$ cat src/design/htlp_pkg.sv
// shared types and codes of the linear probing hash table
`default_nettype none

package htlp_pkg;

   localparam int KEY_FIELD_W  = 16;
   localparam int SLOT_FIELD_W = 4;
   localparam int STEP_BITS    = 4;

   localparam logic CMD_INSERT = 1'b0;
   localparam logic CMD_SEARCH = 1'b1;

   localparam logic [1:0] ST_INSERTED = 2'd0;
   localparam logic [1:0] ST_PRESENT  = 2'd1;
   localparam logic [1:0] ST_ABSENT   = 2'd2;
   localparam logic [1:0] ST_FULL     = 2'd3;

   typedef struct packed {
      logic                   cmd;
      logic [KEY_FIELD_W-1:0] key;
   } htlp_req_type;

   typedef struct packed {
      logic [1:0]              status;
      logic [SLOT_FIELD_W-1:0] slot;
   } htlp_rsp_type;

endpackage

`default_nettype wire

$ cat src/design/htlp_rem_step.sv
// shared remainder unit: folds one digit of a dividend into a running remainder
`default_nettype none

module htlp_rem_step #(
   parameter int RW = 4
) (
   input  wire logic [RW-1:0]                rem_in_val,
   input  wire logic [htlp_pkg::STEP_BITS-1:0] digit,
   input  wire logic [RW:0]                  divisor,
   output logic      [RW-1:0]                rem_out_val
);
   import htlp_pkg::*;

   logic [RW:0] part;

   always_comb begin
      part = {1'b0, rem_in_val};
      for (int i = STEP_BITS - 1; i >= 0; i--) begin
         part = {part[RW-1:0], digit[i]};
         if (part >= divisor) begin
            part = part - divisor;
         end
      end
      rem_out_val = part[RW-1:0];
   end

endmodule

`default_nettype wire

$ cat src/design/htlp_table.sv
// slot memory: valid mark and key per slot, one write and one registered read port
`default_nettype none

module htlp_table #(
   parameter int DEPTH = 16,
   parameter int AW    = 4,
   parameter int DW    = 17
) (
   input  wire logic          clock,
   input  wire logic          wr_en,
   input  wire logic [AW-1:0] wr_addr,
   input  wire logic [DW-1:0] wr_data,
   input  wire logic [AW-1:0] rd_addr,
   output logic      [DW-1:0] rd_data_ff
);

   logic [DW-1:0] mem [DEPTH];

   always_ff @(posedge clock) begin
      if (wr_en) begin
         mem[wr_addr] <= wr_data;
      end
      rd_data_ff <= mem[rd_addr];
   end

endmodule

`default_nettype wire

$ cat src/design/hash_table_linear_probe.sv
// top level: sequencer of the linear probing hash table
//
//  channel   ports                          handshake
//  request   start, busy, req_data          taken when start high and busy low
//  response  rsp_strobe, rsp_data           one cycle pulse, cannot be held off
//
// after reset a clearing pass empties the slots one by one, busy high
// an item is reduced a digit at a time in the shared remainder unit, first the key
// modulo HASH_PRIME, then that remainder modulo TABLE_SLOTS, before probing the
// memory, one slot a cycle through its registered read port
// the response strobe is registered, rising in the cycle after the deciding
// probe check; busy drops with it
`default_nettype none

module hash_table_linear_probe #(
   parameter int TABLE_SLOTS = 16,
   parameter int HASH_PRIME  = 13,
   parameter int KEY_BITS    = 16
) (
   input  wire logic                   clock,
   input  wire logic                   reset,
   input  wire logic                   start,
   output logic                        busy,
   input  wire htlp_pkg::htlp_req_type req_data,
   output logic                        rsp_strobe,
   output htlp_pkg::htlp_rsp_type      rsp_data
);
   import htlp_pkg::*;

   localparam int KW      = (KEY_BITS < KEY_FIELD_W) ? KEY_BITS : KEY_FIELD_W;
   localparam int SW      = $clog2(TABLE_SLOTS);
   localparam int CW      = $clog2(TABLE_SLOTS + 1);
   localparam int DMAX    = (HASH_PRIME > TABLE_SLOTS) ? HASH_PRIME : TABLE_SLOTS;
   localparam int RW      = $clog2(DMAX);
   localparam int PB      = $clog2(HASH_PRIME);
   localparam int NDIG1   = (KW + STEP_BITS - 1) / STEP_BITS;
   localparam int NDIG2   = (PB + STEP_BITS - 1) / STEP_BITS;
   localparam int NDIGMAX = (NDIG1 > NDIG2) ? NDIG1 : NDIG2;
   localparam int SRCW    = NDIGMAX * STEP_BITS;
   localparam int DCW     = $clog2(NDIGMAX + 1);
   localparam int MW      = KW + 1;

   localparam logic [RW:0] PRIME_D = (RW + 1)'(HASH_PRIME);
   localparam logic [RW:0] SLOTS_D = (RW + 1)'(TABLE_SLOTS);

   typedef enum logic [2:0] {
      S_CLEAR,
      S_IDLE,
      S_HASH,
      S_FOLD,
      S_PROBE
   } state_type;

   state_type    state_ff, state_in;
   logic         cmd_ff, cmd_in;
   logic [KW-1:0] key_ff, key_in;
   logic [SRCW-1:0] src_ff, src_in;
   logic [RW-1:0] rem_ff, rem_in;
   logic [DCW-1:0] dig_ff, dig_in;
   logic [SW-1:0] cur_ff, cur_in;
   logic [CW-1:0] issued_ff, issued_in;
   logic         chk_ff, chk_in;
   logic [SW-1:0] chk_slot_ff, chk_slot_in;
   logic [SW-1:0] clr_ff, clr_in;
   logic         rsp_strobe_ff, rsp_strobe_in;
   htlp_rsp_type rsp_ff, rsp_in;

   logic [RW:0]   divisor;
   logic [RW-1:0] rem_next;
   logic          wr_en;
   logic [SW-1:0] wr_addr;
   logic [MW-1:0] wr_data;
   logic [MW-1:0] rd_data;

   assign divisor = (state_ff == S_FOLD) ? SLOTS_D : PRIME_D;

   htlp_rem_step #(
      .RW(RW)
   ) u_rem (
      .rem_in_val  (rem_ff),
      .digit       (src_ff[SRCW-1 -: STEP_BITS]),
      .divisor     (divisor),
      .rem_out_val (rem_next)
   );

   htlp_table #(
      .DEPTH(TABLE_SLOTS),
      .AW   (SW),
      .DW   (MW)
   ) u_table (
      .clock      (clock),
      .wr_en      (wr_en),
      .wr_addr    (wr_addr),
      .wr_data    (wr_data),
      .rd_addr    (cur_ff),
      .rd_data_ff (rd_data)
   );

   always_comb begin
      state_in      = state_ff;
      cmd_in        = cmd_ff;
      key_in        = key_ff;
      src_in        = src_ff;
      rem_in        = rem_ff;
      dig_in        = dig_ff;
      cur_in        = cur_ff;
      issued_in     = issued_ff;
      chk_in        = chk_ff;
      chk_slot_in   = chk_slot_ff;
      clr_in        = clr_ff;
      rsp_strobe_in = 1'b0;
      rsp_in        = rsp_ff;
      wr_en         = 1'b0;
      wr_addr       = chk_slot_ff;
      wr_data       = {1'b1, key_ff};

      unique case (state_ff)
         S_CLEAR: begin
            wr_en   = 1'b1;
            wr_addr = clr_ff;
            wr_data = '0;
            clr_in  = clr_ff + SW'(1);
            if (clr_ff == SW'(TABLE_SLOTS - 1)) begin
               state_in = S_IDLE;
            end
         end
         S_IDLE: begin
            if (start) begin
               cmd_in   = req_data.cmd;
               key_in   = req_data.key[KW-1:0];
               src_in   = SRCW'(req_data.key[KW-1:0]) << (SRCW - NDIG1 * STEP_BITS);
               rem_in   = '0;
               dig_in   = '0;
               state_in = S_HASH;
            end
         end
         S_HASH: begin
            rem_in = rem_next;
            src_in = src_ff << STEP_BITS;
            dig_in = dig_ff + DCW'(1);
            if (dig_ff == DCW'(NDIG1 - 1)) begin
               src_in   = SRCW'(rem_next) << (SRCW - NDIG2 * STEP_BITS);
               rem_in   = '0;
               dig_in   = '0;
               state_in = S_FOLD;
            end
         end
         S_FOLD: begin
            rem_in = rem_next;
            src_in = src_ff << STEP_BITS;
            dig_in = dig_ff + DCW'(1);
            if (dig_ff == DCW'(NDIG2 - 1)) begin
               cur_in    = rem_next[SW-1:0];
               issued_in = '0;
               chk_in    = 1'b0;
               state_in  = S_PROBE;
            end
         end
         S_PROBE: begin
            // issue the next read while checking the previous one
            if (issued_ff != CW'(TABLE_SLOTS)) begin
               chk_in      = 1'b1;
               chk_slot_in = cur_ff;
               cur_in      = (cur_ff == SW'(TABLE_SLOTS - 1)) ? '0 : cur_ff + SW'(1);
               issued_in   = issued_ff + CW'(1);
            end else begin
               chk_in = 1'b0;
            end
            if (chk_ff) begin
               if (!rd_data[MW-1]) begin
                  rsp_strobe_in = 1'b1;
                  state_in      = S_IDLE;
                  if (cmd_ff == CMD_SEARCH) begin
                     rsp_in.status = ST_ABSENT;
                     rsp_in.slot   = '0;
                  end else begin
                     wr_en         = 1'b1;
                     rsp_in.status = ST_INSERTED;
                     rsp_in.slot   = SLOT_FIELD_W'(chk_slot_ff);
                  end
               end else if (rd_data[KW-1:0] == key_ff) begin
                  rsp_strobe_in = 1'b1;
                  state_in      = S_IDLE;
                  rsp_in.status = ST_PRESENT;
                  rsp_in.slot   = SLOT_FIELD_W'(chk_slot_ff);
               end else if (issued_ff == CW'(TABLE_SLOTS)) begin
                  rsp_strobe_in = 1'b1;
                  state_in      = S_IDLE;
                  rsp_in.status = (cmd_ff == CMD_SEARCH) ? ST_ABSENT : ST_FULL;
                  rsp_in.slot   = '0;
               end
            end
         end
         default: begin
            state_in = S_IDLE;
         end
      endcase
   end

   always_ff @(posedge clock) begin
      if (reset) begin
         state_ff      <= S_CLEAR;
         clr_ff        <= '0;
         chk_ff        <= 1'b0;
         rsp_strobe_ff <= 1'b0;
      end else begin
         state_ff      <= state_in;
         clr_ff        <= clr_in;
         chk_ff        <= chk_in;
         rsp_strobe_ff <= rsp_strobe_in;
      end
      cmd_ff      <= cmd_in;
      key_ff      <= key_in;
      src_ff      <= src_in;
      rem_ff      <= rem_in;
      dig_ff      <= dig_in;
      cur_ff      <= cur_in;
      issued_ff   <= issued_in;
      chk_slot_ff <= chk_slot_in;
      rsp_ff      <= rsp_in;
   end

   assign busy       = (state_ff != S_IDLE);
   assign rsp_strobe = rsp_strobe_ff;
   assign rsp_data   = rsp_ff;

endmodule

`default_nettype wire

$ cat config.mk
export PLATFORM = sky130hd
export DESIGN_NAME = hash_table_linear_probe
export DESIGN_NICKNAME = d
export VERILOG_FILES = /design/src/design/htlp_pkg.sv /design/src/design/htlp_rem_step.sv /design/src/design/htlp_table.sv /design/src/design/hash_table_linear_probe.sv
export SDC_FILE = /design/constraint.sdc
export NUM_CORES = 1
export LEC_CHECK = 0
export ABC_AREA = 0
export ABC_CLOCK_PERIOD_IN_PS = 7380
export BUFFER_PORTS_ARGS = -buffer_cell sky130_fd_sc_hd__buf_2
export CAP_MARGIN = 20
export CORE_ASPECT_RATIO = 1.5
export CORE_MARGIN = 2
export CORE_UTILIZATION = 35
export DETAILED_ROUTE_END_ITERATION = 10
export HOLD_SLACK_MARGIN = 0.15
export SYNTH_ARGS = -nofsm -noshare
export SYNTH_HDL_FRONTEND = slang
export SYNTH_SLANG_ARGS = --single-unit
$ cat constraint.sdc
create_clock -name clock -period 7.38 [get_ports clock]
set_clock_uncertainty 0.1 [all_clocks]
set_input_delay 1.845 -clock clock [delete_from_list [all_inputs] [get_ports clock]]
set_output_delay 1.845 -clock clock [all_outputs]
set_load 0.02 [all_outputs]
Word level (Yosys, flattened, before mapping). Memories as Yosys holds them, arrays and structs flattened. A register that Yosys moved wholly into a read port is not among the register bits. Cells that the tools add are included.

Memories: 1. Bits of input ports: 20. Memory bits (writable): 272. Flip-flop bits (word level): 68.

Memory list: u_table.mem (depth 16, bits a word 17, rd ports 1, clocked after Yosys merged registers in 1, wr ports 1, line htlp_table.sv:17) `logic [DW-1:0] mem [DEPTH];`.

Muxes and demuxes: 49. Bitwise operators: 2. Equal/unequal tests: 19. $add $sub $neg: 8. $lt $le $gt $ge: 4. Reduce and logical (&&, ||, !) cells: 12.

Operators by type and width (number): 16-bit one-hot mux with 3 select lines (1); 4-bit two-way mux (10); 16-bit two-way mux (2); 3-bit two-way mux (10); 6-bit two-way mux (4); 5-bit >= comparator (4); 17-bit two-way mux (1); 16-bit equality test (1); 4-bit subtractor (4); 5-bit two-way mux (3); 3-bit one-hot mux with 5 select lines (1); 4-bit one-hot mux with 3 select lines (1); 1-bit two-way mux (11); 2-bit inequality test, second input constant (5); 5-bit one-hot mux with 2 select lines (1); 3-bit by 2-bit equality test with 1-bit output, second input constant (3); 3-bit one-hot mux with 3 select lines (1); 4-bit by 1-bit adder with 4-bit output, second input constant (2); 4-bit equality test, second input constant (2); 4-bit one-hot mux with 2 select lines (1); 2-bit AND reduction (4); 3-bit zero test (2); 3-bit AND reduction (2); 6-bit AND reduction (1); 15 further kinds (17).

Longest topological paths before layout.
Depth in word-level cells: 12. Mapped depth: 29. Depth with buffers taken out: 27.

Cells and area by module. Synthesis repeated with hierarchy kept, for this count alone.

Cells, all modules: 834. Area, all modules: 14824.2 um2.

By module, submodules not included: htlp_table (instances 1, cells an instance 458, area an instance 10637.7 um2); hash_table_linear_probe (instances 1, cells an instance 260, area an instance 3231.8 um2); htlp_rem_step (instances 1, cells an instance 116, area an instance 954.7 um2).

Worst setup path before layout. Ideal clock, no wire load.

Path type: register -> register. From: reg state_ff[2]. To: reg cur_ff[2], data pin. Stages on the path, launching flop included: 28. Period minus slack after synthesis: 6.596 ns. Path slack: 0.784 ns. Setup time: 0.272 ns. Arrival time: 6.225 ns. Data required time: 7.008 ns. Buffers on the path: 2. Cells stage by stage: dfxtp_1 -> buf_2 -> nor2b_1 -> and2_1 -> clkbuf_1 -> inv_1 -> ha_1 -> nor4b_2 -> o21ai_0 -> mux2_2 -> ha_1 -> nor4b_2 -> nand3_1 -> nand2_1 -> mux2_1 -> ha_1 -> a2111oi_0 -> a21oi_1 -> a31oi_1 -> mux2_2 -> ha_1 -> o21a_1 -> o21a_1 -> or2_2 -> nand2_1 -> o21ai_2 -> mux2i_1 -> a21oi_1.

Longest elaborated chain between the ends: 12. Elaborated cells on any way between the ends: 17. Those cells by class: 4 x add/sub; 4 x order compare; 2 x eq/ne; 7 x mux.

RTL lines: start, declared (line hash_table_linear_probe.sv:54) `state_type state_ff, state_in;`; start signal, assigned (line hash_table_linear_probe.sv:207) `state_ff <= state_in;`; 3-bit by 2-bit equality test with 1-bit output (line hash_table_linear_probe.sv:75, hash_table_linear_probe.sv:117); 5-bit two-way mux (line hash_table_linear_probe.sv:75) `assign divisor = (state_ff == S_FOLD) ? SLOTS_D : PRIME_D;`; 4-bit subtractor / 5-bit >= comparator (equally long branches) (line htlp_rem_step.sv:21, htlp_rem_step.sv:20); 4-bit two-way mux (line htlp_rem_step.sv:20) `if (part >= divisor) begin`; 4-bit subtractor / 5-bit >= comparator (equally long branches) (line htlp_rem_step.sv:21, htlp_rem_step.sv:20); 4-bit two-way mux (line htlp_rem_step.sv:20); 5-bit >= comparator / 4-bit subtractor (equally long branches) (line htlp_rem_step.sv:20, htlp_rem_step.sv:21); 4-bit two-way mux (line htlp_rem_step.sv:20); 4-bit subtractor / 5-bit >= comparator (equally long branches) (line htlp_rem_step.sv:21, htlp_rem_step.sv:20); 4-bit two-way mux (line htlp_rem_step.sv:20); 4-bit two-way mux (line hash_table_linear_probe.sv:152) `if (dig_ff == DCW'(NDIG2 - 1)) begin`; 4-bit one-hot mux with 2 select lines * (line hash_table_linear_probe.sv:117) `unique case (state_ff)`; named net cur_in[2] (line hash_table_linear_probe.sv:60) `logic [SW-1:0] cur_ff, cur_in;`; end signal, assigned (line hash_table_linear_probe.sv:217) `cur_ff <= cur_in;`; end, declared (line hash_table_linear_probe.sv:60).

Mark *: on every way through the listed nets, which the timed path passes. The rest lies on a longest branch. The select of a mux whose other input is x is not followed. A chain may end at the register's enable or synchronous reset.

Worst setup path in the final report. Same ends and word-level chain as after synthesis.

==> reports/results.md <==
* 0 — Post CTS Setup Buffer Count
* 0.07 ns — post-CTS clock slew at the launch and capture registers of the worst setup and hold paths
* 0.51 ns — CP peak stage delay
* 631 — violation count after the first detailed-routing iteration
* 171 µm — chip width
* 0.919 — crit share post-route
* 7731 — via count of the first global-routing pass
* 2 — maximum level of the CTS H-tree
* 0.0501 — simple-gate portion of the synthesized area
* 0 — number of antenna cells inserted
* sky130_fd_sc_hd__edfxtp_1 — most common flop cell mapped by yosys
* 0.677 — fraction of post-synthesis cell area in the top cell type by area
* 0 — antenna violations before repair
* 5.14 — DR vias/cell
* reg2reg — Hold Crit Class
* 43600 µm² — DIE AREA
* 0.0193 — global-route track usage on met3
* 0.53 ns — clock insertion delay at the later pin of the skew report
* 0.193 — Global Route met1 Usage
* 0.712 — sequential area share after synthesis
* 0.0185 — XOR/XNOR Fraction of Synth Area
* done — clock tree from TritonCTS
* 6.79 ns — final critical-path required period
* 0 — final hold violation count
* 801 — Post-Syn Instances
* 25 — worst-case reg-to-reg path depth
* flop — Setup crit start kind
* 32400 µm — total detailed-routing wirelength
* 6.94 ns — Data arrival, critical path
* 0 — endpoints failing setup
* 0 — max_cap viols
* flop — Worst Setup End Kind
* 331 — EDFF count, synth
* 72 — maximum number of pins on one net before global-route repair
* 28 — ports placed on the boundary
* met2 — most congested layer reported by global routing
* sky130_fd_sc_hd__edfxtp_1 — cell accounting for the most synthesized area
* 1.10 ns — worst slew pin tran
* 357 — register bit count reported by yosys
* 281 nW/µm² — Pwr Density
* 0.160 mV — largest voltage drop on the vdd net
* 0 — global-route congestion overflow total
* compound AO/OA/AOI/OAI gates — family of cells with the greatest summed delay on the critical path
* reg2reg — Setup CP Type
* 48500 µm — first-pass GRT wire length
* sky130_fd_sc_hd__ha_1 — cell repeated most along the worst path
* 0.790 — Final Wtd Congestion
* 22.5 µm — post-detailed-route wirelength per cell
* 0 — number of design rule violations left after detail routing
* 0 ns — final setup TNS
* finished clean — result of the run
* 901 — Total Nets Final
* 147 MHz — Max Clk Rate
* 41200 µm² — core footprint
* 0.0247 — adder-cell share of the synthesized area
* 7382 — Vias
* 4.71 mW — total chip power
* 357 — clk sinks
* 14.3% — Synth-to-Final Area Change
* 1 — buffers and inverters on the worst path
* 5.48 nW — Leakage
* 850 — total nets after synthesis
* 0 — Hold Buf Count CTS
* sky130_fd_sc_hd__edfxtp_1 (68%), sky130_fd_sc_hd__mux4_2 (13%), sky130_fd_sc_hd__dfxtp_1 (3.5%) — leading post-synthesis cells by cell area
* 0.136 — multiplexer fraction of the synthesized cell area
* 9 — critical path fanouts, max
* 255 µm — die span in y
* 2 — worst hold path depth
* 14700 µm² — netlist area before placement
* 7.54 ns — required time at the endpoint of the critical path
* 0.356 — initial core utilization
* 0.268 — relative slew slack
* multiplexers — largest family of logic cells by synthesized area
* sky130_fd_sc_hd__dfxtp_1 — cell type of the slowest stage on the worst timing path
* 0.0429 — post-synthesis compound-gate area fraction
* 25 — logic depth of the worst path, buffers included
* 0.153 — all-layer global routing usage
* 3720 — count of fill cells added during filler insertion
* sky130_fd_sc_hd__clkbuf_16 — buffer cell driving the clock tree root
* 0 — final antenna-violating net count
* 35 — number of buffers created by CTS
* 0.273 — met2 demand-to-capacity share in global routing
* 57 — synth unique cells
* 0 — asr flop ratio synth
* no — setup repair after global routing missed its margin
* 5 — drt first pass iters
* 0.248 — layout cell share with drive strength beyond 1
* 3 — buffer levels on the longest clock path
* 0.388 ns — minimum hold slack
* 27 — count of buffers from port buffering
* 18.3 µm² — synthesized area per cell
* 0 — count of final max-slew check failures
* 0 — Syn. warnings
* 19000 µm — final HPWL from detailed placement
* 91 — count of standard-cell rows
[power breakdown]
part	internal (mW)	switching (mW)
combinational	0.198	0.327
sequential	2.35	0.0303
clock	1.06	0.746
total	3.61	1.10
[flip-flops by register name, indices dropped and copies added (netlist names)]
register            flops
chk_slot_ff             4
clr_ff                  4
u_table.rd_data_ff     17
dig_ff                  3
cur_ff                  4
cmd_ff                  1
state_ff                3
rsp_strobe              1
rem_ff                  4
key_ff                 16
issued_ff               5
u_table.mem           272
rsp_data                6
chk_ff                  1
src_ff                 16
[final timing paths]
path                     from        end  slack, ns
setup / recovery  state_ff[2]  cur_ff[2]       0.59
setup reg to reg  state_ff[2]  cur_ff[2]       0.59
hold reg to reg        chk_ff     chk_ff       0.39
hold / removal         chk_ff     chk_ff       0.39
[repair_timing]
item	CTS	global route
endpoints found under the hold margin	0	0
setup endpoints to repair	0	9
gates resized for setup	0	2
[worst register-to-register path: cells and delay by family, from the launching register on]
| kind | cells | cell delay, ns |
|---|---|---|
| AOI/OAI and AO/OA | 10 | 2.01 |
| and+or+nand+nor | 7 | 1.37 |
| adders and majority gates | 4 | 1.24 |
| muxes | 3 | 1.05 |
| DFF | 1 | 0.51 |
| buffers and inverters | 1 | 0.25 |
[per-stage QoR]
stage,instance area (µm²),worst slack (ns),instances,util
4_1_cts,16800,0.375,1434,0.407
3_5_place_dp,15600,0.409,1371,0.379
5_1_grt,16800,0.0302,1436,0.407
3_3_place_gp,15600,0.584,1369,0.378
6_report,16800,0.594,1436,0.407
2_1_floorplan,14700,0.784,801,-
[cell families (layout without fill, tap and decap cells)]
family,after synthesis,in the layout
compound gates,91,91
xor+xnor,31,31
fa+ha+maj,29,29
buf+inv,56,133
flops,357,357
mux,92,92
simple gates,145,145
[metal layers]
layer,vias to the layer above,share of wire
met4,0,0.027
met5,-,0
met2,145,0.52
met3,43,0.031
met1,3897,0.42
li1,3297,-
[layout by cell type, fill, tap and decap left out, types with 7 or more instances in the layout]
cell type                   instances
sky130_fd_sc_hd__inv_1             23
sky130_fd_sc_hd__xnor2_1           23
sky130_fd_sc_hd__buf_2             29
sky130_fd_sc_hd__clkbuf_16         36
sky130_fd_sc_hd__nor2_1            25
sky130_fd_sc_hd__a21oi_1           21
sky130_fd_sc_hd__edfxtp_1         331
sky130_fd_sc_hd__ha_1              29
sky130_fd_sc_hd__buf_4             17
sky130_fd_sc_hd__nor2b_1           19
sky130_fd_sc_hd__and2_1            11
sky130_fd_sc_hd__a22o_1             8
sky130_fd_sc_hd__mux4_2            85
sky130_fd_sc_hd__clkbuf_1           8
sky130_fd_sc_hd__o21ai_0           12
sky130_fd_sc_hd__xor2_1             8
sky130_fd_sc_hd__nor3_1             7
sky130_fd_sc_hd__nor2_4             8
sky130_fd_sc_hd__nand3_1            8
sky130_fd_sc_hd__dfxtp_1           25
sky130_fd_sc_hd__nor2_2            10
sky130_fd_sc_hd__nand2_1           29
[layout make-up]
type | count | area (µm²) | share of cell area
inverter | 23 | 86.3 | 0.00514
sequential | 357 | 10500 | 0.623
tap | 558 | 698 | 0.0416
timing repair buffer | 47 | 288 | 0.0171
multi-input combinational | 388 | 4090 | 0.244
clock buffer | 46 | 958 | 0.0571
clock inverter | 17 | 198 | 0.0118
[synth_stat cells (6+ instances only)]
master / number
sky130_fd_sc_hd__edfxtp_1: 331
sky130_fd_sc_hd__mux4_2: 85
sky130_fd_sc_hd__nor2_1: 43
sky130_fd_sc_hd__ha_1: 29
sky130_fd_sc_hd__nand2_1: 29
sky130_fd_sc_hd__dfxtp_1: 26
sky130_fd_sc_hd__inv_1: 23
sky130_fd_sc_hd__xnor2_1: 23
sky130_fd_sc_hd__a21oi_1: 21
sky130_fd_sc_hd__clkbuf_1: 19
sky130_fd_sc_hd__nor2b_1: 19
sky130_fd_sc_hd__o21ai_0: 14
sky130_fd_sc_hd__and2_1: 11
sky130_fd_sc_hd__buf_2: 9
sky130_fd_sc_hd__a22o_1: 8
sky130_fd_sc_hd__nand3_1: 8
sky130_fd_sc_hd__nor3_1: 8
sky130_fd_sc_hd__xor2_1: 8
sky130_fd_sc_hd__a31oi_1: 6
sky130_fd_sc_hd__nand2b_1: 6
sky130_fd_sc_hd__nor3b_1: 6
Note: power is estimated with default switching activity, not from simulation.
